===== src/rtl/svna_pkg.sv =====
// Shared types and constants of the smooth vertex normal accumulator.
// No dependencies; the square root, divider and top level files import this package.
package svna_pkg;

    // operation codes
    localparam logic [1:0] OP_LOAD  = 2'd0;
    localparam logic [1:0] OP_FACE  = 2'd1;
    localparam logic [1:0] OP_READ  = 2'd2;
    localparam logic [1:0] OP_CLEAR = 2'd3;

    // widths of the normalization datapath
    localparam int LEN2_W = 62;   // sum of three squares of 30-bit magnitudes
    localparam int ROOT_W = 31;   // vector length
    localparam int NUM_W  = 45;   // magnitude * 16384 + half length
    localparam int QUOT_W = 15;   // unit component magnitude, at most 16384

    // status of an iterative unit
    typedef struct packed {
        logic busy;
        logic done;
    } t_iter_status;

endpackage


===== src/rtl/svna_sqrt.sv =====
// Bit-serial integer square root, one result bit per cycle.
// Depends on svna_pkg.
module svna_sqrt (
    input  logic                        i_clk,
    input  logic                        i_rst_n,
    input  logic                        i_start,
    input  logic [svna_pkg::LEN2_W-1:0] i_value,
    output svna_pkg::t_iter_status      o_status,
    output logic [svna_pkg::ROOT_W-1:0] o_root
);
    import svna_pkg::*;

    localparam int W = LEN2_W + 1;

    logic [W-1:0] r_x;
    logic [W-1:0] r_r;
    logic [W-1:0] r_bit;
    logic [4:0]   r_cnt;
    logic         r_busy;
    logic         r_done;
    logic [W-1:0] n_trial;

    assign n_trial = r_r + r_bit;

    // control
    always_ff @(posedge i_clk) begin
        if (!i_rst_n) begin
            r_busy <= 1'b0;
            r_done <= 1'b0;
            r_cnt  <= '0;
        end else begin
            r_done <= 1'b0;
            if (i_start && !r_busy) begin
                r_busy <= 1'b1;
                r_cnt  <= '0;
            end else if (r_busy) begin
                r_cnt <= r_cnt + 5'd1;
                if (r_cnt == 5'd31) begin
                    r_busy <= 1'b0;
                    r_done <= 1'b1;
                end
            end
        end
    end

    // one restoring step per cycle, starting at the top bit pair
    always_ff @(posedge i_clk) begin
        if (i_start && !r_busy) begin
            r_x   <= {1'b0, i_value};
            r_r   <= '0;
            r_bit <= {1'b1, {(W-1){1'b0}}};
        end else if (r_busy) begin
            if (r_x >= n_trial) begin
                r_x <= r_x - n_trial;
                r_r <= (r_r >> 1) + r_bit;
            end else begin
                r_r <= r_r >> 1;
            end
            r_bit <= r_bit >> 2;
        end
    end

    assign o_status.busy = r_busy;
    assign o_status.done = r_done;
    assign o_root        = r_r[ROOT_W-1:0];

endmodule


===== config.mk =====
export PLATFORM = sky130hd
export DESIGN_NAME = svna_sqrt
export DESIGN_NICKNAME = d
export VERILOG_FILES = /design/src/rtl/svna_pkg.sv /design/src/rtl/svna_sqrt.sv
export SDC_FILE = /design/constraint.sdc
export NUM_CORES = 1
export LEC_CHECK = 0
export CAP_MARGIN = 20
export CORE_AREA = 2 2 158 160
export DETAILED_ROUTE_END_ITERATION = 6
export DIE_AREA = 0 0 160 162
export DONT_BUFFER_PORTS = 1
export GPL_ROUTABILITY_DRIVEN = 0
export GPL_TIMING_DRIVEN = 0
export PLACE_DENSITY_LB_ADDON = 0.25
export SYNTH_ARGS = -nofsm -noshare
export SYNTH_HDL_FRONTEND = slang
export SYNTH_SLANG_ARGS = --single-unit

===== constraint.sdc =====
create_clock -name i_clk -period 14.65 [get_ports i_clk]
set_input_delay 1.465 -clock i_clk [delete_from_list [all_inputs] [get_ports i_clk]]
set_output_delay 1.465 -clock i_clk [all_outputs]
set_load 0.1 [all_outputs]

==> flow_summary.ini <==
[route]
detail_route.vias_per_cell = 6.80
via_count = 15800
drt_iter0_markers = 2106
wirelength_um = 48600
first_pass_iters = 6
drt.antenna.violating_nets = 0
post-route-drc-count = 0
route.detailed.wl_per_inst_um = 20.9

[synth]
number_of_synthesized_flops_with_an_enable_pin = 62
postSynthAreaPerCell_um2 = 7.94
syn-num-nets = 2160
synth_async_sr_flop_share_pct = 0
synth_largest_type_area_fraction_pct = 13.2
synth-seq-area-share_pct = 25.2
synth.largest_area_cell = sky130_fd_sc_hd__dfxtp_1
synth_cell_types = 88
ys_top_cells_by_area = sky130_fd_sc_hd__dfxtp_1 13%, sky130_fd_sc_hd__edfxtp_1 12%, sky130_fd_sc_hd__ha_1 10%, sky130_fd_sc_hd__xnor2_1 5.4%, sky130_fd_sc_hd__a21oi_1 5.0%
yosys_warning_total = 0
mappedNetlistArea_mm2 = 0.0156
synth_cells = 1965
synth_seq_cells = 165
ys.flop_type = sky130_fd_sc_hd__dfxtp_1

[worst_setup_path]
critical_path_buf_inv_count = 3
crit_top_cell = sky130_fd_sc_hd__nor2_1
setup_crit_start_kind = flip-flop
timing.critical_path.slowest_stage_cell = sky130_fd_sc_hd__o41ai_1
crit_path_cell_trace = ha_1, a31oi_1, o21ai_1, a21boi_0, nor2_1, o2bb2ai_1, o41ai_1, o31ai_1, a31oi_1, xor2_1, ha_1, nand4_1, or3_1, nor2_1, nand2_1, or3_1, nor3_4, nor2_1, buf_2, a21oi_4, buf_16, buf_16
critPathKind = reg -> reg
path_delay_family = compound AO/OA/AOI/OAI gates
timing.critical_path.fanout_max = 24
worst_path_required_time_ps = 14800
timing.critical_path.arrival_ps = 7320
critical-path-max-stage-delay_ps = 760
timing.critical_path.to_type = flip-flop

[timing]
hold-worst-slack_ps = 502
layout_worst_path_cycle_share_pct = 48.9
setup-violations-final = 0
rsz_0062_raised_after_global_routing = no
hold_viol = 0
fin_setup_tns_ps = 0
worst_pin_slew_ps = 903
setup_ws_ps = 7480
max_slew_margin_pct = 39.0
clock_skew_ps = 15.6
maxClockFrequency_ghz = 0.140
final_max_slew_viol_count = 0
post-route-min-period_ps = 7170

[die]
fp.dieH_um = 162
core_mm2 = 0.0241
die_width_um = 160
effective_utilization_at_floorplan_pct = 64.7
rows = 57
ios = 98
floorplan.die_area_mm2 = 0.0259

[final_layout]
drive_gt1_share_pct = 8.35
antenna_cells = 0
layout-area-overhead-vs-synth_pct = 6.82
layout_common_cells = 191 x sky130_fd_sc_hd__nand2_1, 156 x sky130_fd_sc_hd__a21oi_1, 152 x sky130_fd_sc_hd__nor2_1, 145 x sky130_fd_sc_hd__o21ai_0, 129 x sky130_fd_sc_hd__ha_1
stdcell_area_mm2 = 0.0167
post_layout_nonfiller_instances = 2323
postLayoutCoreUtil_pct = 69.1
finalNetCount = 2181
commonest_non_fill_non_tap_cell_in_the_layout = sky130_fd_sc_hd__nand2_1

[clocking]
cts-root-buf = sky130_fd_sc_hd__clkbuf_16
cts_repair_resize_count = 0
clock_latency_ps = 450
cts_tree = built
clockBufferDepth = 2
post_cts_buffers = 0
cts_htree_levels = 4
tritoncts_num_sinks = 165
total_cts_buffers = 17
cts_hold_buf = 0
clk_pin_slew_ps = 70

[pwr]
irDropWorstVdd_v = 0.000133
intPower_mw = 1.80
powerDensity_mw_per_mm2 = 220
p_clk_share_pct = 12.7
cellLeakagePower_nw = 6.37
power.net_switching_mw = 1.87
seqPwrFrac_pct = 21.8
power.combinational.fraction_pct = 65.5
report.power.total_mw = 3.66
power.switching_fraction_pct = 50.9

[global_route]
global_route.usage.total_pct = 36.2
antenna_found_initial = 0
grt_start_max_net_pins = 25
number_of_global_route_vias_before_repair = 14300
grt_pass1_wl_um = 74700
global_route.overflow_total = 0

[placement]
placed_cells = 2291
dpl_worst_slack_ps = 7810
post_dp_area_mm2 = 0.0161
numPortBuffers = 0
hpwl_um = 37300

[outcome]
status = finished clean

[job]
number_of_violations_of_the_max_capacitance_limit = 0

[hold_path]
holdCritPathClass = reg -> reg
==> tightest hold or removal path, delay by kind of cell, from the launching register on <==
kind          cells  cell delay [ps]
flops             1              330
mux               1               70
simple gates      1               70
==> final timing paths <==
kind,cells past startpoint,startpoint,slack [ps],to
min reg2reg,2,r_cnt[4],500,r_cnt[4]
min,2,r_cnt[4],500,r_cnt[4]
max reg2reg,22,r_r[6],7480,r_x[25]
max,22,r_r[6],7480,r_x[25]
==> kinds of logic (layout without fill, tap and decap cells) <==
family / Yosys count / in the layout / share of synthesized area (%)
AND/OR/NAND/NOR: 628 / 628 / 19.6
XOR/XNOR: 173 / 173 / 9.72
flip-flops: 165 / 165 / 25.2
adder cells (fa/ha/maj): 130 / 130 / 10.5
multiplexers: 14 / 14 / 1.15
buffers and inverters: 194 / 228 / 6.13
AO/OA/AOI/OAI: 661 / 661 / 27.8
==> sequential cells by signal (all words and copies together) (netlist names) <==
register and flops:
r_cnt 5, r_busy 1, r_done 1, r_bit 32, r_x 63, r_r 63
==> cell usage after synthesis (28+ instances only) <==
cell and n:
sky130_fd_sc_hd__nand2_1 191, sky130_fd_sc_hd__a21oi_1 157, sky130_fd_sc_hd__nor2_1 152, sky130_fd_sc_hd__o21ai_0 145, sky130_fd_sc_hd__ha_1 129, sky130_fd_sc_hd__dfxtp_1 103
sky130_fd_sc_hd__xnor2_1 96, sky130_fd_sc_hd__clkbuf_1 88, sky130_fd_sc_hd__xor2_1 77, sky130_fd_sc_hd__nand4_1 63, sky130_fd_sc_hd__edfxtp_1 62, sky130_fd_sc_hd__a21o_1 57
sky130_fd_sc_hd__a31oi_1 57, sky130_fd_sc_hd__a22o_1 50, sky130_fd_sc_hd__nand2b_1 48, sky130_fd_sc_hd__nor3_1 42, sky130_fd_sc_hd__buf_4 39, sky130_fd_sc_hd__nand3_1 34
sky130_fd_sc_hd__buf_2 29, sky130_fd_sc_hd__o21bai_1 29, sky130_fd_sc_hd__inv_1 28
==> layer usage <==
metal  GRT usage [%]  up-vias  share of wire [%]
li1                -     7257                  -
met4            18.0        0                5.2
met1            48.2     7406                 41
met2            58.0      939                 44
met3            5.16      186                9.6
met5               0        -                  0
==> power by group through the flow <==
stage | logic (mW) | registers (mW) | clock network, mW
after floorplan | 1.85 | 0.758 | 0
after global placement | 2.25 | 0.807 | 0
after detailed placement | 2.32 | 0.801 | 0
after CTS | 2.34 | 0.792 | 0.463
after global routing | 2.59 | 0.809 | 0.481
final | 2.40 | 0.800 | 0.464
==> cell type report <==
| cell class | count | area (um2) |
|---|---|---|
| Multi-Input combinational cell | 1606 | 10700 |
| Fill cell | 2054 | 7450 |
| Sequential cell | 165 | 3920 |
| Buffer | 165 | 847 |
| Clock buffer | 21 | 493 |
| Tap cell | 324 | 405 |
| Inverter | 29 | 109 |
| Clock inverter | 11 | 98.8 |
| Timing Repair Buffer | 2 | 55.1 |
(Power assumes the default switching activity.)
