$ cat config.mk
export PLATFORM = sky130hd
export DESIGN_NAME = svna_div
export DESIGN_NICKNAME = d
export VERILOG_FILES = /design/src/rtl/svna_pkg.sv /design/src/rtl/svna_div.sv
export SDC_FILE = /design/constraint.sdc
export NUM_CORES = 1
export LEC_CHECK = 0
export BUFFER_PORTS_ARGS = -buffer_cell sky130_fd_sc_hd__buf_2
export CELL_PAD_IN_SITES_DETAIL_PLACEMENT = 0
export CELL_PAD_IN_SITES_GLOBAL_PLACEMENT = 2
export CORE_ASPECT_RATIO = 0.8
export CORE_MARGIN = 2
export CORE_UTILIZATION = 37
export DETAILED_ROUTE_END_ITERATION = 10
export PLACE_DENSITY_LB_ADDON = 0.08
export SETUP_SLACK_MARGIN = 0.4
export SYNTH_ARGS = -nofsm -noshare
export SYNTH_HDL_FRONTEND = slang
export SYNTH_SLANG_ARGS = --single-unit
$ cat constraint.sdc
create_clock -name i_clk -period 5.9 [get_ports i_clk]
set_input_delay 0.59 -clock i_clk [delete_from_list [all_inputs] [get_ports i_clk]]
set_output_delay 0.59 -clock i_clk [all_outputs]
set_load 0.05 [all_outputs]
$ cat src/rtl/svna_pkg.sv
// Shared types and constants of the smooth vertex normal accumulator.
// No dependencies; the square root, divider and top level files import this package.
package svna_pkg;

    // operation codes
    localparam logic [1:0] OP_LOAD  = 2'd0;
    localparam logic [1:0] OP_FACE  = 2'd1;
    localparam logic [1:0] OP_READ  = 2'd2;
    localparam logic [1:0] OP_CLEAR = 2'd3;

    // widths of the normalization datapath
    localparam int LEN2_W = 62;   // sum of three squares of 30-bit magnitudes
    localparam int ROOT_W = 31;   // vector length
    localparam int NUM_W  = 45;   // magnitude * 16384 + half length
    localparam int QUOT_W = 15;   // unit component magnitude, at most 16384

    // status of an iterative unit
    typedef struct packed {
        logic busy;
        logic done;
    } t_iter_status;

endpackage

$ cat src/rtl/svna_div.sv
// Restoring divider, one quotient bit per cycle, for unit components.
// Depends on svna_pkg.
module svna_div (
    input  logic                        i_clk,
    input  logic                        i_rst_n,
    input  logic                        i_start,
    input  logic [svna_pkg::NUM_W-1:0]  i_num,
    input  logic [svna_pkg::ROOT_W-1:0] i_den,
    output svna_pkg::t_iter_status      o_status,
    output logic [svna_pkg::QUOT_W-1:0] o_quot
);
    import svna_pkg::*;

    logic [NUM_W-1:0]  r_rem;
    logic [NUM_W-1:0]  r_den;
    logic [QUOT_W-1:0] r_quot;
    logic [3:0]        r_cnt;
    logic              r_busy;
    logic              r_done;

    // control
    always_ff @(posedge i_clk) begin
        if (!i_rst_n) begin
            r_busy <= 1'b0;
            r_done <= 1'b0;
            r_cnt  <= '0;
        end else begin
            r_done <= 1'b0;
            if (i_start && !r_busy) begin
                r_busy <= 1'b1;
                r_cnt  <= '0;
            end else if (r_busy) begin
                r_cnt <= r_cnt + 4'd1;
                if (r_cnt == 4'(QUOT_W - 1)) begin
                    r_busy <= 1'b0;
                    r_done <= 1'b1;
                end
            end
        end
    end

    // compare and subtract the shifted divisor, top quotient bit first
    always_ff @(posedge i_clk) begin
        if (i_start && !r_busy) begin
            r_rem  <= i_num;
            r_den  <= {i_den, {(QUOT_W-1){1'b0}}};
            r_quot <= '0;
        end else if (r_busy) begin
            if (r_rem >= r_den) begin
                r_rem  <= r_rem - r_den;
                r_quot <= {r_quot[QUOT_W-2:0], 1'b1};
            end else begin
                r_quot <= {r_quot[QUOT_W-2:0], 1'b0};
            end
            r_den <= r_den >> 1;
        end
    end

    assign o_status.busy = r_busy;
    assign o_status.done = r_done;
    assign o_quot        = r_quot;

endmodule

==> reports/results.tsv, run 1 <==
stage	metric	value	unit
grt	grt_pass1_wl	30000	um
die	rows	46	
clock_network	cts_resized	0	
clock_network	cts.path.max_buffers	2	
die	die_area	21100	um2
placed_design	io_buffers	95	
cells_and_area	fin_nets	988	
grt	antenna_found_initial	0	
logic_synthesis	synth-main-ff-cell	edfxtp_1	
clock_network	insertion_delay	0.37	ns
route	dr_wl_met2	7890	um
cells_and_area	area_delta_synth_final	11.8	%
pwr	power	0.00412	W
logic_synthesis	ys_types	73	
logic_synthesis	avgSynthCellArea	9.21	um2
setup_path	cp_slowest_stage_delay	0.51	ns
route	drc	0	
logic_synthesis	synth.yosys.seq_area_share	40.3	%
outcome	status	finished clean	
route	drtPass1Iterations	4	
sta	finalSetupViolations	0	
setup_path	path_class	flip-flop to flip-flop	
clock_network	clkSinkCount	111	
logic_synthesis	synth_area	7400	um2
placed_design	routabilityCongestion	0.860	
min_path	hp-class	primary input to flip-flop	
sta	final.setup_skew	0.0106	ns
sta	fmax	263	MHz
logic_synthesis	yosys_warnings	0	
route	m1WireLength	10200	um
grt	grt_pass1_vias	5664	
route	met3_length	652	um
setup_path	cp-end-kind	flip-flop	
cells_and_area	multi_input_area	3900	um2
logic_synthesis	syn_nets	930	
clock_network	post_cts_buffers	0	
logic_synthesis	synth_edf_count	76	
cells_and_area	drive_gt1_share	17.4	%
route	routed_via_density	5.20	
route	ant_nets	0	
setup_path	worst_path_max_delay_cell	buf_4	
route	wl_per_cell	16.8	um
sta	finalHoldViolations	0	
logic_synthesis	ys_ff_latch	111	
cells_and_area	n_fill_cell	2017	
clock_network	cts_hold_buf	0	
clock_network	clk_pin_slew	0.09	ns
sta	fin_tns_setup	0	ns
die	die_x	162	um
route	wl	18900	um
sta	worst_pin_slew	0.950	ns
setup_path	cp_max_fo	32	
route	dr.max_layer_used	met4	
grt	grt_max_degree	66	
clock_network	htree_levels	3	
clock_network	cts_buffers	9	
cells_and_area	n_antenna_cell	0	
sta	slew_viol_final	0	
route	drtIter0Drc	409	
pwr	p_leak	3.37	nW
sta	fin_crit_sh	64.4	%
logic_synthesis	synth-async-reset-ratio	0	%
setup_path	cp_cell_sequence	ha_1 -> and3_1 -> nand4_1 -> a211o_1 -> o21ai_0 -> a41o_2 -> a21oi_2 -> o311ai_2 -> a31oi_1 -> nor2_4 -> buf_4	
placed_design	hpwl	14200	um
cells_and_area	seqCellArea	2980	um2
cells_and_area	final_cell_mix	buf_2 (95), nand2_1 (89), edfxtp_1 (76)	
grt	grtUsageTotal	18.1	%
setup_path	path_buf_inv	1	
sta	rsz0062_at_grt	no	
setup_path	start_kind	flip-flop	
grt	overflow	0	
die	die_h	130	um
cells_and_area	fin_util	42.0	%
job	cap_violations	0	
setup_path	crit_arrival	3.81	ns
die	ios	96	
cells_and_area	layout_commonest_cell	buf_2	
die	start_util	37.6	%
sta	max_slew_margin	36.5	%
sta	layout_min_cycle_time	3.80	ns
setup_path	crit_required	5.91	ns
clock_network	cts_tree	built	
logic_synthesis	synthCells	803	
pwr	power_density	498	nW/um2
route	vias	5873	
clock_network	root_buffer	clkbuf_16	
setup_path	cp_top_family	compound AO/OA/AOI/OAI gates	
pwr	ir_worst_vdd	0.152	mV
die	core-area	19700	um2
final cells by class:
| cell class | count | share of cell area [%] |
|---|---|---|
| multi-input combinational | 577 | 47.1 |
| sequential | 111 | 36.1 |
| inverter | 62 | 2.81 |
| timing repair buffer | 100 | 6.20 |
| tap | 264 | 3.99 |
| clock inverter | 7 | 1.04 |
| clock buffer | 9 | 2.72 |
synth_stat cells, types with 24 or more instances:
master    number  area, um2
nand2_1       89        334
edfxtp_1      76       2280
a21oi_1       75        375
inv_1         62        233
nor2_1        59        221
ha_1          47        588
o21ai_0       44        220
dfxtp_1       35        701
clkbuf_1      31        116
a22o_1        30        263
a21o_1        25        188
xnor2_1       24        210
where the power goes:
group / leakage (nW) / switching (W) / internal, W
registers: 1.05 / 0.0000728 / 0.00111
logic: 2.17 / 0.00137 / 0.000914
clock network: 0.151 / 0.000343 / 0.000309
state kept, by name, summed over array words and instances, names as in the netlist:
signal	flops
o_quot	15
r_busy	1
r_cnt	4
r_den	45
r_done	1
r_rem	45
final timing paths:
path | startpoint | end | slack [ns] | depth (start not counted)
worst max register to register | r_rem[7] | r_rem[30] | 2.10 | 11
worst min register to register | r_den[13] | r_den[12] | 0.47 | 2
worst max-delay path | r_rem[7] | r_rem[30] | 2.10 | 11
worst min-delay path | i_rst_n | r_done | 0.45 | 3
worst min-delay path, delay by kind of cell:
family / cells / cell delay, ns
buf+inv: 2 / 0.16
simple gates: 1 / 0.03
layer usage:
metal	vias up	GRT usage [%]
met2	105	27.4
li1	3003	-
met3	13	3.19
met5	-	0
met4	0	4.06
met1	2752	27.1
stage by stage:
stage / instance area (um2) / cells / worst slack (ns) / hold slack [ns]
2_1_floorplan: 7400 / 803 / 1.42 / 0.425
3_3_place_gp: 7960 / 1114 / 2.24 / 0.442
3_5_place_dp: 7960 / 1114 / 2.08 / 0.451
4_1_cts: 8270 / 1130 / 2.04 / 0.440
5_1_grt: 8270 / 1130 / 1.75 / 0.451
6_report: 8270 / 1130 / 2.10 / 0.453
cell families after synthesis:
logic type / share of synthesized area [%]
xor gates and xnor gates: 4.26
AOI/OAI and AO/OA: 24.6
muxes: 0.271
buffers and inverters: 7.16
and+or+nand+nor: 15.1
adders and majority gates: 8.22
DFF: 40.3
No activity file was read; power rests on OpenSTA's default activity.
==> inputs of run 2 (changes only) <==
Settings changed: ABC_AREA from default to 1, CORE_UTILIZATION 37 to 33.
Clock period 5.9 ns to 3.9 ns, I/O delays scaled along.
==> run 2 against run 1 <==
Net effect:
- clock-buffer cell count did not move
- via count increased by 27%
- first-iteration DRC count increased by 32%
- design area is 15% higher
- synthesized cell count increased by 55%
- sequential cell count stayed put
- global-route usage increased by 1.7 points
==> reports/results.tsv, run 2 <==
stage	metric	value	unit
outcome	status	finished clean	
logic_synthesis	synth-main-ff-cell	edfxtp_1	
logic_synthesis	ys_types	35	
min_path	hp-class	primary input to flip-flop	
sta	rsz0062_at_grt	no	
grt	grt_pass1_wl	40500	um
logic_synthesis	ys_ff_latch	111	
cells_and_area	fin_util	37.8	%
route	drc	0	
logic_synthesis	synth_edf_count	76	
grt	grtUsageTotal	19.8	%
placed_design	io_buffers	95	
setup_path	rrSetupSlack	0.98	ns
route	vias	7444	
setup_path	crit_required	3.97	ns
logic_synthesis	avgSynthCellArea	6.72	um2
job	cap_violations	0	
die	die_area	26600	um2
die	ios	96	
clock_network	cts_resized	0	
clock_network	cts.path.max_buffers	2	
grt	antenna_found_initial	0	
clock_network	root_buffer	clkbuf_16	
clock_network	clk_pin_slew	0.09	ns
logic_synthesis	synth_top_area_cell	edfxtp_1	
sta	finalHoldViolations	0	
logic_synthesis	synth_area	8350	um2
die	core-area	25100	um2
sta	layout_min_cycle_time	2.92	ns
die	rows	52	
sta	fin_tns_setup	0	ns
cells_and_area	layout_commonest_cell	nand2_1	
pwr	ir_worst_vdd	0.254	mV
clock_network	clkSinkCount	111	
cells_and_area	drive_gt1_share	14.1	%
setup_path	cp-end-kind	flip-flop	
setup_path	start_kind	flip-flop	
cells_and_area	n_fill_cell	2856	
cells_and_area	n_antenna_cell	0	
pwr	power_density	595	nW/um2
placed_design	dp_cells	1646	
die	die_x	182	um
sta	fin_crit_sh	74.8	%
clock_network	post_cts_buffers	0	
route	ant_nets	0	
grt	grt_max_degree	62	
grt	grt_pass1_vias	7347	
clock_network	cts_tree	built	
sta	fmax	343	MHz
cells_and_area	final-instance-count-excl-fill	1662	
cells_and_area	area_delta_synth_final	13.8	%
sta	worst_pin_slew	0.804	ns
logic_synthesis	synth-async-reset-ratio	0	%
placed_design	hpwl	20800	um
logic_synthesis	synthTopCellsByCount	nand2_1 (447), inv_1 (248), edfxtp_1 (76)	
logic_synthesis	synth.most_common_cell	nand2_1	
logic_synthesis	syn_nets	1370	
logic_synthesis	yosys_warnings	0	
route	wl	25500	um
logic_synthesis	yosysTopAreaCellShare	27.3	%
sta	finalSetupViolations	0	
setup_path	path_class	flip-flop to flip-flop	
clock_network	cts_buffers	9	
route	drtPass1Iterations	5	
clock_network	insertion_delay	0.38	ns
logic_synthesis	synthCells	1243	
pwr	p_leak	4.78	nW
clock_network	cts_hold_buf	0	
die	die_h	146	um
logic_synthesis	yosys-top-cells-area	edfxtp_1 (27%), nand2_1 (20%), inv_1 (11%), dfxtp_1 (8.4%), ha_1 (7.0%)	
setup_path	crit_arrival	2.98	ns
route	drtIter0Drc	541	
clock_network	htree_levels	3	
cells_and_area	final_cell_mix	nand2_1 (446), inv_1 (248), buf_2 (95)	
logic_synthesis	synth.yosys.seq_area_share	35.7	%
sta	slew_viol_final	0	
route	wl_per_cell	15.3	um
die	start_util	33.3	%
route	routed_via_density	4.48	
grt	overflow	0	
sta	max_slew_margin	46.3	%
setup_path	cp_max_fo	13	
sta	final.setup_skew	0.0128	ns
placed_design	routabilityCongestion	0.880	
cells_and_area	fin_nets	1460	
run 2: path summary, 6_finish.rpt:
check / start / cells past startpoint / endpoint
worst min-delay path: i_rst_n / 3 / r_busy
worst min register to register: o_quot[14] / 2 / o_quot[14]
worst max-delay path: r_rem[3] / 12 / r_rem[28]
worst max register to register: r_rem[3] / 12 / r_rem[28]
run 2: cells by family after synthesis:
| kind of cell | Yosys count | synth area share, % |
|---|---|---|
| AND/OR/NAND/NOR | 663 | 34.2 |
| buffers and inverters | 281 | 12.9 |
| AO/OA/AOI/OAI | 122 | 7.98 |
| flip-flops | 111 | 35.7 |
| adder cells (fa/ha/maj) | 48 | 7.28 |
| XOR/XNOR | 18 | 1.89 |
run 2: metrics by stage:
step / power [W] / instance area [um2] / setup slack [ns] / hold WS [ns]
after global placement: 0.00472 / 9200 / 1.00 / 0.435
after detailed placement: 0.00472 / 9200 / 0.955 / 0.450
after CTS: 0.00572 / 9500 / 0.936 / 0.255
final: 0.00565 / 9500 / 0.983 / 0.267
after floorplan: 0.00385 / 8350 / 1.06 / 0.432
after global routing: 0.00619 / 9500 / 0.748 / 0.266
run 2: cell type report:
class	instances	area [um2]	share of cell area, %
Multi-Input combinational cell	851	4300	45.3
Sequential cell	111	2980	31.4
Clock inverter	7	75.1	0.790
Tap cell	324	405	4.27
Inverter	257	965	10.2
Clock buffer	9	225	2.37
Timing Repair Buffer	103	548	5.77
run 2: routing by layer:
metal / up-vias / routed length (um) / global-route usage [%]
li1: 4041 / - / -
met4: 0 / 202 / 3.51
met5: - / 0 / 0
met3: 11 / 1020 / 3.32
met2: 131 / 9720 / 28.0
met1: 3261 / 14500 / 31.4
run 2: power breakdown:
part / switching, W / total (W) / internal [W]
Clock: 0.000513 / 0.000970 / 0.000456
Sequential: 0.0000645 / 0.00161 / 0.00155
Combinational: 0.00207 / 0.00307 / 0.00100
run 2: critical path: stages (launching register included):
cell      delay (ns)
edfxtp_1        0.37
ha_1            0.38
nand2_1         0.14
nor2_1          0.15
nand2_1         0.06
nand3_1         0.18
nand2_1         0.08
nand2_1         0.22
nand3_1         0.11
nand4_1         0.11
nand2_1         0.09
nand2_2         0.37
buf_4           0.33
==> inputs of run 3 (changes only) <==
Settings changed: ABC_AREA 1 to 0, CORE_UTILIZATION 33 to 37.
Clock period 3.9 ns to 3 ns, I/O delays scaled along.
==> run 3 against run 2 <==
Net effect:
- sequential power is 47% higher
- die area is 21% lower
- critical endpoint is now r_rem[26]
- non-clock buffer count is 89 higher
- register-to-register slack worse by 0.92 ns
==> reports/results.tsv, run 3 (synthesis results as in run 1) <==
stage	metric	value	unit
outcome	status	finished clean	
clock_network	cts_buffers	9	
grt	overflow	0	
sta	finalSetupViolations	0	
die	rows	46	
route	routed_via_density	5.21	
setup_path	cp_max_fo	8	
sta	slew_viol_final	0	
min_path	hp-class	primary input to flip-flop	
route	wl_per_cell	17.2	um
placed_design	routabilityCongestion	0.834	
clock_network	cts.path.max_buffers	2	
setup_path	crit_path_start	r_rem[6]	
placed_design	dp_cells	1144	
sta	worst_slack	0.0639	ns
job	cap_violations	0	
setup_path	crit_required	3.09	ns
clock_network	insertion_delay	0.36	ns
route	vias	6371	
setup_path	crit_arrival	3.02	ns
route	drtIter0Drc	399	
cells_and_area	final_cell_mix	buf_2 (95), nand2_1 (87), edfxtp_1 (76)	
sta	final.setup_skew	0.0122	ns
clock_network	clk_pin_slew	0.09	ns
grt	grt_pass1_vias	6364	
die	start_util	37.6	%
pwr	power	0.0103	W
route	wl	21000	um
setup_path	worst_path_max_delay_cell	edfxtp_1	
clock_network	cts_tree	built	
die	die_x	162	um
setup_path	start_kind	flip-flop	
placed_design	hpwl	14500	um
cells_and_area	drive_gt1_share	34.2	%
grt	grt_pass1_wl	33800	um
setup_path	cp_slowest_stage_delay	0.42	ns
setup_path	cp_cell_sequence	ha_4 -> and3_4 -> nand4_1 -> a211o_1 -> o21ai_1 -> a41o_2 -> a21oi_4 -> o311ai_4 -> a31oi_4 -> nor2_4 -> buf_6 -> buf_6 -> buf_16	
cells_and_area	area_delta_synth_final	33.7	%
clock_network	htree_levels	3	
die	die_h	130	um
sta	max_slew_margin	46.0	%
cells_and_area	layout_commonest_cell	buf_2	
setup_path	path_class	flip-flop to flip-flop	
grt	antenna_found_initial	0	
sta	whs	0.170	ns
cells_and_area	n_antenna_cell	0	
cells_and_area	fin_nets	1080	
setup_path	rr_worst_depth	13	
die	die_area	21100	um2
pwr	power_density	1040	nW/um2
clock_network	clkSinkCount	111	
setup_path	crit_top_cell	buf_6	
setup_path	rrSetupSlack	0.06	ns
pwr	ir_worst_vdd	0.450	mV
pwr	p_leak	4.07	nW
route	drc	0	
route	ant_nets	0	
sta	fin_crit_sh	97.9	%
sta	fmax	341	MHz
min_path	worstHoldPathCells	3	
sta	finalHoldViolations	0	
setup_path	cp-end-kind	flip-flop	
sta	fin_tns_setup	0	ns
cells_and_area	n_fill_cell	1899	
cells_and_area	final-instance-count-excl-fill	1222	
placed_design	io_buffers	95	
die	ios	96	
setup_path	reg2reg_from	r_rem[6]	
placed_design	post-place-ws	0.0222	ns
sta	worst_pin_slew	0.809	ns
grt	grtUsageTotal	20.3	%
clock_network	root_buffer	clkbuf_16	
sta	rsz0062_at_grt	yes	
min_path	hp-start	i_rst_n	
sta	layout_min_cycle_time	2.94	ns
grt	grt_max_degree	83	
die	core-area	19700	um2
route	drtPass1Iterations	5	
-- run 3: changes by cell type in the layout (fill, tap and decap cells not counted), sizes merged, moves of 21 or more --
| cell | before | now |
|---|---|---|
| a21o | 0 | 27 |
| a21oi | 32 | 81 |
| a22o | 0 | 30 |
| buf | 103 | 192 |
| inv | 260 | 66 |
| nand2 | 466 | 90 |
| nand3 | 67 | 2 |
| nor2 | 93 | 59 |
| o22ai | 25 | 2 |
| o31ai | 0 | 21 |
-- run 3: repair_timing --
action                                  4_1_cts  5_1_grt
pin swaps                                    44       28
gates cloned                                  4        0
gates resized for setup                     101       50
setup buffers                                43       15
hold buffers                                  0        0
hold endpoints to repair                      0        0
endpoints found under the setup margin       70       75
-- run 3: layout make-up --
type                    count  area, um2  share of cell area, %
inverters                  62        233                   2.35
flip-flops and latches    111       2990                   30.2
clock inverters             7       91.3                  0.924
well taps                 264        330                   3.34
multi-input cells         577       4540                   46.0
clock buffers               9        225                   2.28
repair buffers            192       1470                   14.9
-- run 3: through the flow --
stage               util (%)  area (um2)
global placement        42.2        8300
detailed placement      42.2        8300
finish                  50.2        9890
floorplan                  -        7460
global route            50.2        9890
CTS                     48.3        9510
-- run 3: path summary, 6_finish.rpt --
path | to
hold reg to reg | r_den[4]
setup / recovery | r_rem[26]
setup reg to reg | r_rem[26]
hold / removal | r_done
-- run 3: worst max-delay path, delay by kind of cell, from the launching register on --
family,cells,cell delay [ns]
AO/OA/AOI/OAI,6,1.10
AND/OR/NAND/NOR,3,0.47
flip-flops,1,0.42
adder cells (fa/ha/maj),1,0.31
buffers and inverters,3,0.37
-- run 3: report_power, final --
part	switching, W	internal, W
Sequential	0.000188	0.00218
Combinational	0.00341	0.00325
Clock	0.000681	0.000608
-- run 3: metal layers --
layer	share of wire (%)	up-vias	routed length (um)	global-route usage (%)
li1	-	3188	-	-
met1	51	3016	10600	30.1
met2	44	152	9250	31.5
met3	4.3	15	906	3.00
met4	1.2	0	246	4.74
met5	0	-	0	0
